===== config.mk =====
export PLATFORM = sky130hd
export DESIGN_NAME = escape_stuffed_frame_encoder_top
export DESIGN_NICKNAME = d
export VERILOG_FILES = /design/src/rtl/core/esf_pkg.sv /design/src/rtl/core/esf_front.sv /design/src/rtl/core/esf_queue.sv /design/src/rtl/core/esf_back.sv /design/src/rtl/core/escape_stuffed_frame_encoder_top.sv
export SDC_FILE = /design/constraint.sdc
export NUM_CORES = 1
export LEC_CHECK = 0
export BUFFER_PORTS_ARGS = -buffer_cell sky130_fd_sc_hd__buf_2
export CAP_MARGIN = 25
export CORE_MARGIN = 8
export CORE_UTILIZATION = 40
export DETAILED_ROUTE_END_ITERATION = 16
export SYNTH_ARGS = -nofsm -noshare
export SYNTH_HDL_FRONTEND = slang
export SYNTH_HIERARCHICAL = 1
export SYNTH_SLANG_ARGS = --single-unit

===== constraint.sdc =====
create_clock -name clk -period 6 [get_ports clk]
set_input_delay 0.3 -clock clk [delete_from_list [all_inputs] [get_ports clk]]
set_output_delay 0.3 -clock clk [all_outputs]
set_load 0.005 [all_outputs]

===== src/rtl/core/esf_pkg.sv =====
// Shared types and line codes for the escape-stuffed frame encoder.
`default_nettype none
package esf_pkg;

  localparam logic [7:0] CODE_ESC = 8'h1B;
  localparam logic [7:0] CODE_STX = 8'h02;
  localparam logic [7:0] CODE_ETX = 8'h03;

  // Slot positions in the per-request byte plan, in line order.
  localparam int SLOT_HDR_ESC = 0;
  localparam int SLOT_HDR_STX = 1;
  localparam int SLOT_DATA    = 2;
  localparam int SLOT_DUP_ESC = 3;
  localparam int SLOT_TRL_ESC = 4;
  localparam int SLOT_TRL_ETX = 5;
  localparam int SLOT_CSUM    = 6;
  localparam int NUM_SLOTS    = 7;

  localparam int QUEUE_DEPTH = 4;
  localparam int QPTR_W      = $clog2(QUEUE_DEPTH);
  localparam int QCNT_W      = $clog2(QUEUE_DEPTH + 1);

  typedef logic [NUM_SLOTS-1:0] esf_slots_t;

  typedef struct packed {
    esf_slots_t  slots;
    logic [7:0]  data;
    logic [7:0]  csum;
  } esf_cmd_t;

endpackage
`default_nettype wire


===== src/rtl/core/esf_front.sv =====
// Front end: accepts payload bytes, tracks frame state and plans output slots.
`default_nettype none
module esf_front (
  input  wire logic            clk,
  input  wire logic            rst_n,
  input  wire logic            in_valid,
  output logic                 in_stall,
  input  wire logic [7:0]      in_data_byte,
  input  wire logic            in_last_byte,
  input  wire logic            q_full,
  output logic                 q_push,
  output esf_pkg::esf_cmd_t    q_cmd
);
  import esf_pkg::*;

  logic       inside_frame_r, inside_frame_nxt;
  logic [7:0] running_xor_r, running_xor_nxt;
  logic [7:0] xor_sum;

  assign in_stall = q_full;
  assign q_push   = in_valid && !q_full;

  // Header only on the first byte of a frame, so the old sum is dropped there.
  assign xor_sum = (inside_frame_r ? running_xor_r : 8'h00) ^ in_data_byte;

  always_comb begin
    q_cmd.slots               = '0;
    q_cmd.slots[SLOT_HDR_ESC] = !inside_frame_r;
    q_cmd.slots[SLOT_HDR_STX] = !inside_frame_r;
    q_cmd.slots[SLOT_DATA]    = 1'b1;
    q_cmd.slots[SLOT_DUP_ESC] = (in_data_byte == CODE_ESC);
    q_cmd.slots[SLOT_TRL_ESC] = in_last_byte;
    q_cmd.slots[SLOT_TRL_ETX] = in_last_byte;
    q_cmd.slots[SLOT_CSUM]    = in_last_byte;
    q_cmd.data                = in_data_byte;
    q_cmd.csum                = xor_sum ^ CODE_ETX;
  end

  always_comb begin
    inside_frame_nxt = inside_frame_r;
    running_xor_nxt  = running_xor_r;
    if (q_push) begin
      inside_frame_nxt = !in_last_byte;
      running_xor_nxt  = in_last_byte ? 8'h00 : xor_sum;
    end
  end

  always_ff @(posedge clk) begin
    if (!rst_n) begin
      inside_frame_r <= 1'b0;
      running_xor_r  <= 8'h00;
    end else begin
      inside_frame_r <= inside_frame_nxt;
      running_xor_r  <= running_xor_nxt;
    end
  end

endmodule
`default_nettype wire


===== src/rtl/core/esf_queue.sv =====
// Small request queue between the front end and the byte sequencer.
`default_nettype none
module esf_queue (
  input  wire logic               clk,
  input  wire logic               rst_n,
  input  wire logic               push,
  input  wire esf_pkg::esf_cmd_t  push_cmd,
  output logic                    full,
  input  wire logic               pop,
  output esf_pkg::esf_cmd_t       pop_cmd,
  output logic                    empty
);
  import esf_pkg::*;

  esf_cmd_t            mem_r [QUEUE_DEPTH];
  logic [QPTR_W-1:0]   wr_ptr_r, wr_ptr_nxt;
  logic [QPTR_W-1:0]   rd_ptr_r, rd_ptr_nxt;
  logic [QCNT_W-1:0]   count_r, count_nxt;
  logic                do_push, do_pop;

  assign full    = (count_r == QCNT_W'(QUEUE_DEPTH));
  assign empty   = (count_r == '0);
  assign do_push = push && !full;
  assign do_pop  = pop && !empty;
  assign pop_cmd = mem_r[rd_ptr_r];

  always_comb begin
    wr_ptr_nxt = do_push ? wr_ptr_r + 1'b1 : wr_ptr_r;
    rd_ptr_nxt = do_pop ? rd_ptr_r + 1'b1 : rd_ptr_r;
    count_nxt  = count_r;
    if (do_push && !do_pop) begin
      count_nxt = count_r + 1'b1;
    end else if (do_pop && !do_push) begin
      count_nxt = count_r - 1'b1;
    end
  end

  always_ff @(posedge clk) begin
    if (do_push) begin
      mem_r[wr_ptr_r] <= push_cmd;
    end
  end

  always_ff @(posedge clk) begin
    if (!rst_n) begin
      wr_ptr_r <= '0;
      rd_ptr_r <= '0;
      count_r  <= '0;
    end else begin
      wr_ptr_r <= wr_ptr_nxt;
      rd_ptr_r <= rd_ptr_nxt;
      count_r  <= count_nxt;
    end
  end

endmodule
`default_nettype wire


===== src/rtl/core/esf_back.sv =====
// Back end: walks each request's slot plan and drives one line byte per cycle while out_stall is low.
`default_nettype none
module esf_back (
  input  wire logic               clk,
  input  wire logic               rst_n,
  input  wire logic               q_empty,
  input  wire esf_pkg::esf_cmd_t  q_cmd,
  output logic                    q_pop,
  output logic                    out_valid,
  input  wire logic               out_stall,
  output logic [7:0]              out_line_byte,
  output logic                    out_run_last,
  output logic                    out_frame_end
);
  import esf_pkg::*;

  logic       busy_r, busy_nxt;
  esf_slots_t slots_r, slots_nxt;
  logic [7:0] data_r, csum_r;
  logic       out_valid_r;
  logic [7:0] line_byte_r;
  logic       run_last_r, frame_end_r;

  esf_slots_t cur_bit, rest;
  logic       out_ready, emit, need_load;
  logic [7:0] cur_byte;

  assign out_ready = !out_valid_r || !out_stall;
  // Lowest pending slot goes out next.
  assign cur_bit   = slots_r & (~slots_r + esf_slots_t'(1));
  assign rest      = slots_r & ~cur_bit;
  assign emit      = busy_r && out_ready;
  assign need_load = !busy_r || (emit && (rest == '0));
  assign q_pop     = need_load && !q_empty;

  always_comb begin
    if (cur_bit[SLOT_DATA]) begin
      cur_byte = data_r;
    end else if (cur_bit[SLOT_HDR_STX]) begin
      cur_byte = CODE_STX;
    end else if (cur_bit[SLOT_TRL_ETX]) begin
      cur_byte = CODE_ETX;
    end else if (cur_bit[SLOT_CSUM]) begin
      cur_byte = csum_r;
    end else begin
      cur_byte = CODE_ESC;
    end
  end

  always_comb begin
    busy_nxt  = busy_r;
    slots_nxt = slots_r;
    if (emit) begin
      slots_nxt = rest;
    end
    if (need_load) begin
      busy_nxt = !q_empty;
      if (!q_empty) begin
        slots_nxt = q_cmd.slots;
      end
    end
  end

  always_ff @(posedge clk) begin
    if (q_pop) begin
      data_r <= q_cmd.data;
      csum_r <= q_cmd.csum;
    end
    if (emit) begin
      line_byte_r <= cur_byte;
      run_last_r  <= (rest == '0);
      frame_end_r <= cur_bit[SLOT_CSUM];
    end
  end

  always_ff @(posedge clk) begin
    if (!rst_n) begin
      busy_r      <= 1'b0;
      slots_r     <= '0;
      out_valid_r <= 1'b0;
    end else begin
      busy_r  <= busy_nxt;
      slots_r <= slots_nxt;
      if (out_ready) begin
        out_valid_r <= emit;
      end
    end
  end

  assign out_valid     = out_valid_r;
  assign out_line_byte = line_byte_r;
  assign out_run_last  = run_last_r;
  assign out_frame_end = frame_end_r;

endmodule
`default_nettype wire


===== src/rtl/core/escape_stuffed_frame_encoder_top.sv =====
// Top level of the escape-stuffed frame encoder.
`default_nettype none
// Builds framed serial commands from payload bytes: ESC STX before a frame's
// first byte, each byte copied (ESC sent twice), and ESC ETX plus an XOR
// checksum (payload bytes and ETX) after the byte marked last. The checksum
// byte carries out_frame_end; out_run_last marks the final line byte caused
// by one input request. The back end sends one line byte per cycle while
// out_stall is low; a request makes 1 to 7 line bytes (one for a mid-frame
// byte, two when that byte is ESC), and a four-entry queue lets the input
// take a new request every cycle while that queue has room. When all is
// idle, a taken request passes the queue entry, the back end's slot
// register and its output register before its first line byte appears.
module escape_stuffed_frame_encoder_top (
  input  wire logic       clk,
  input  wire logic       rst_n,
  input  wire logic       in_valid,
  output logic            in_stall,
  input  wire logic [7:0] in_data_byte,
  input  wire logic       in_last_byte,
  output logic            out_valid,
  input  wire logic       out_stall,
  output logic [7:0]      out_line_byte,
  output logic            out_run_last,
  output logic            out_frame_end
);
  import esf_pkg::*;

  esf_cmd_t push_cmd, pop_cmd;
  logic     q_push, q_pop, q_full, q_empty;

  esf_front u_front (
    .clk          (clk),
    .rst_n        (rst_n),
    .in_valid     (in_valid),
    .in_stall     (in_stall),
    .in_data_byte (in_data_byte),
    .in_last_byte (in_last_byte),
    .q_full       (q_full),
    .q_push       (q_push),
    .q_cmd        (push_cmd)
  );

  esf_queue u_queue (
    .clk      (clk),
    .rst_n    (rst_n),
    .push     (q_push),
    .push_cmd (push_cmd),
    .full     (q_full),
    .pop      (q_pop),
    .pop_cmd  (pop_cmd),
    .empty    (q_empty)
  );

  esf_back u_back (
    .clk           (clk),
    .rst_n         (rst_n),
    .q_empty       (q_empty),
    .q_cmd         (pop_cmd),
    .q_pop         (q_pop),
    .out_valid     (out_valid),
    .out_stall     (out_stall),
    .out_line_byte (out_line_byte),
    .out_run_last  (out_run_last),
    .out_frame_end (out_frame_end)
  );

endmodule
`default_nettype wire


==> flow_summary_export.csv <==
group,metric,value,unit
timing,setup_viol,0,
clock_tree,clk_latency,410,ps
global_route,gr-total-overflow,0,
route,detail-route-antenna-nets,0,
global_route,grtUsageTotal,11.6,%
route,finalWirelength,9.94,mm
power_and_ir_drop,power_density,463,nW/um^2
timing,max_clock_freq,0.319,GHz
clock_tree,cts_made_buffers,17,
power_and_ir_drop,power_leakage,2.32,nW
timing,hold_viol_final,0,
clock_tree,postCtsSetupBuffers,0,
placement,dp.cells,522,
cells_and_area,area_growth,12.0,%
route,post_drt_wl_per_cell,17.9,um
logic_synthesis,syn_inst,336,
worst_setup_path,cp-start-kind,"flip-flop",
logic_synthesis,synth_common_cells,"118 x edfxtp_1, 27 x dfxtp_1, 23 x mux4_2",
logic_synthesis,yosysWarnings,6,
worst_setup_path,endpoint_kind,"flip-flop",
worst_setup_path,critPathArrivalTime,3470,ps
clock_tree,cts_buffer_depth,2,
die,initial_core_util,40.7,%
hold_path,hp-class,"primary input to flip-flop",
logic_synthesis,synth.yosys.seq_area_share,69.3,%
job,drv_cap,0,
logic_synthesis,ys_dominant_reg_cell,"edfxtp_1",
timing,skew,7.10,ps
logic_synthesis,yosysMostFrequentCell,"edfxtp_1",
cells_and_area,antenna_cells,0,
worst_setup_path,cp_data_required_time,6340,ps
hold_path,min_to,"u_queue/mem_r[0][9]",
route,drc,0,
status,status,"finished, final reports clean",
route,num_vias,2818,
timing,drv_slew,0,
timing,maxSlewHeadroom,51.2,%
logic_synthesis,netlist_area,5900,sq um
route,dr.pass1.iters,4,
route,drt_iter0_drc,221,
die,pin_count,25,
timing,finalCriticalPeriod,3130,ps
placement,placed_area,6060,sq um
power_and_ir_drop,peakVddDrop,0.181,mV
clock_tree,clock_sinks,145,
global_route,grt_pass1_wl,16.0,mm
cells_and_area,final_cells,554,
timing,setup-tns-final,0,ps
timing,rsz0062_at_grt,"false",
clock_tree,cts_tree,"built",
worst_setup_path,crit_path_max_fanout,11,
timing,worstMarginPinSlew,731,ps
clock_tree,cts_hold_buf,0,
global_route,grt_max_degree,30,
timing,finalCritPeriodShare,52.2,%
die,dieArea,18900,sq um
logic_synthesis,async_flop_share,0,%
global_route,grtUsageMet2,17.5,%
clock_tree,cts-root-buf,"clkbuf_16",
clock_tree,clk_pin_slew,60,ps
clock_tree,post_cts_resized,0,
logic_synthesis,avgSynthCellArea,17.5,sq um
route,vias_per_cell,5.09,
placement,port_buffers,24,
worst_setup_path,path_class,"flip-flop to flip-flop",
worst_setup_path,r2r_start,"u_queue/count_r[0]",
hold_path,holdCritStartpoint,"in_data_byte[1]",
logic_synthesis,syn_nets,355,
cells_and_area,ff_latch_area,4080,sq um
logic_synthesis,synth_seq_cells,145,
hold_path,hold_depth,1,
cells_and_area,final_core_util,45.6,%
cells_and_area,fin_area,6600,sq um
logic_synthesis,yosys.area.top_type,"edfxtp_1",
logic_synthesis,synth.distinct_cells,51,
die,core_area,14500,sq um
global_route,grt_use_met1,14.7,%
clock_tree,h-tree-depth,4,
die,chipWidth,137,um
global_route,grt_pass1_vias,2914,
logic_synthesis,ys_top_cells_by_area,"edfxtp_1 60%, dfxtp_1 9.2%, mux4_2 8.8%",
logic_synthesis,yosysTopAreaCellShare,60.1,%
logic_synthesis,synth_edf_count,118,
placement,dp_hpwl,6.26,mm
cells_and_area,multi_input_area,1530,sq um
die,rows,44,
worst_setup_path,r2r_end,"u_queue/count_r[2]",
global_route,grt_use_met3,3.61,%
global_route,grt.busiest_layer,"met2",
cells_and_area,fillers,1261,
worst_setup_path,r2r_slack,2870,ps
global_route,antenna_found_initial,0,
die,die_h,137,um
placement,place_congestion,0.717,
cells_and_area,drive_gt1_share,27.8,%
worst_setup_path,rr_worst_depth,9,
cells_and_area,nets,376,
metal layers:
| layer | share of wire (%) | wire length (um) |
|---|---|---|
| met3 | 4.0 | 399 |
| met4 | 1.6 | 159 |
| met2 | 47 | 4680 |
| met5 | 0 | 0 |
| met1 | 47 | 4700 |
layout make-up:
cell class / instances / share of cell area [%]
repair buffers: 31 / 2.61
multi-input cells: 152 / 23.2
flip-flops and latches: 145 / 61.8
clock buffers: 18 / 6.50
inverters: 10 / 0.568
well taps: 184 / 3.49
clock inverters: 14 / 1.78
how the worst max path moves through the flow:
stage	endpoint	from	cells after the start
finish	u_queue/count_r[2]	u_queue/count_r[0]	9
global route	u_queue/count_r[2]	u_queue/count_r[0]	9
CTS	u_queue/count_r[2]	u_queue/count_r[0]	9
detailed placement	u_queue/count_r[2]	u_queue/count_r[0]	9
global placement	u_queue/count_r[2]	u_queue/count_r[0]	9
floorplan	u_queue/count_r[2]	u_queue/count_r[0]	12
kinds of logic after synthesis:
family / share of synthesized area [%]
and+or+nand+nor: 6.24
muxes: 10.5
other: 0.0636
DFF: 69.3
AOI/OAI and AO/OA: 5.26
xor gates and xnor gates: 2.55
adders and majority gates: 1.40
buffers and inverters: 4.73
worst max-delay path: stages (launching register included):
cell and delay, ps:
dfxtp_1 490, nor3b_2 100, nor2b_1 590, nor2b_1 530, ha_1 280, inv_1 60, fa_1 370, xor2_1 160
or3_1 320, a21boi_1 160
metrics by stage:
step	setup slack (ps)	power, mW	hold slack [ps]
floorplan	3540	1.97	433
global placement	3110	2.10	449
detailed placement	2900	2.13	455
CTS	2890	3.09	148
global route	2620	3.21	159
finish	2870	3.06	160
layout by cell type (no fill, tap or decap), drive strengths merged, types with 7 or more instances in the layout:
cell type	n
dfxtp	27
clkbuf	18
nand3	7
buf	31
mux2i	10
and2	8
nand2	27
mux4	23
inv	11
xnor2	9
edfxtp	118
clkinv	10
sequential cells by signal (all words and copies together) (netlist names), named ones only:
| name | cells |
|---|---|
| u_back/out_run_last | 1 |
| u_back/out_valid | 1 |
| u_front/inside_frame_r | 1 |
| u_back/slots_r | 7 |
| u_queue/rd_ptr_r | 2 |
| u_back/data_r | 8 |
| u_back/csum_r | 8 |
| u_queue/count_r | 3 |
| u_queue/wr_ptr_r | 2 |
| u_queue/mem_r | 92 |
| u_back/busy_r | 1 |
| u_front/running_xor_r | 8 |
| u_back/out_frame_end | 1 |
| u_back/out_line_byte | 8 |
power breakdown:
part	switching, mW	internal (mW)
registers	0.0968	1.35
clock network	0.395	0.567
logic	0.371	0.280
total	0.863	2.20
No activity file was read; power rests on OpenSTA's default activity.
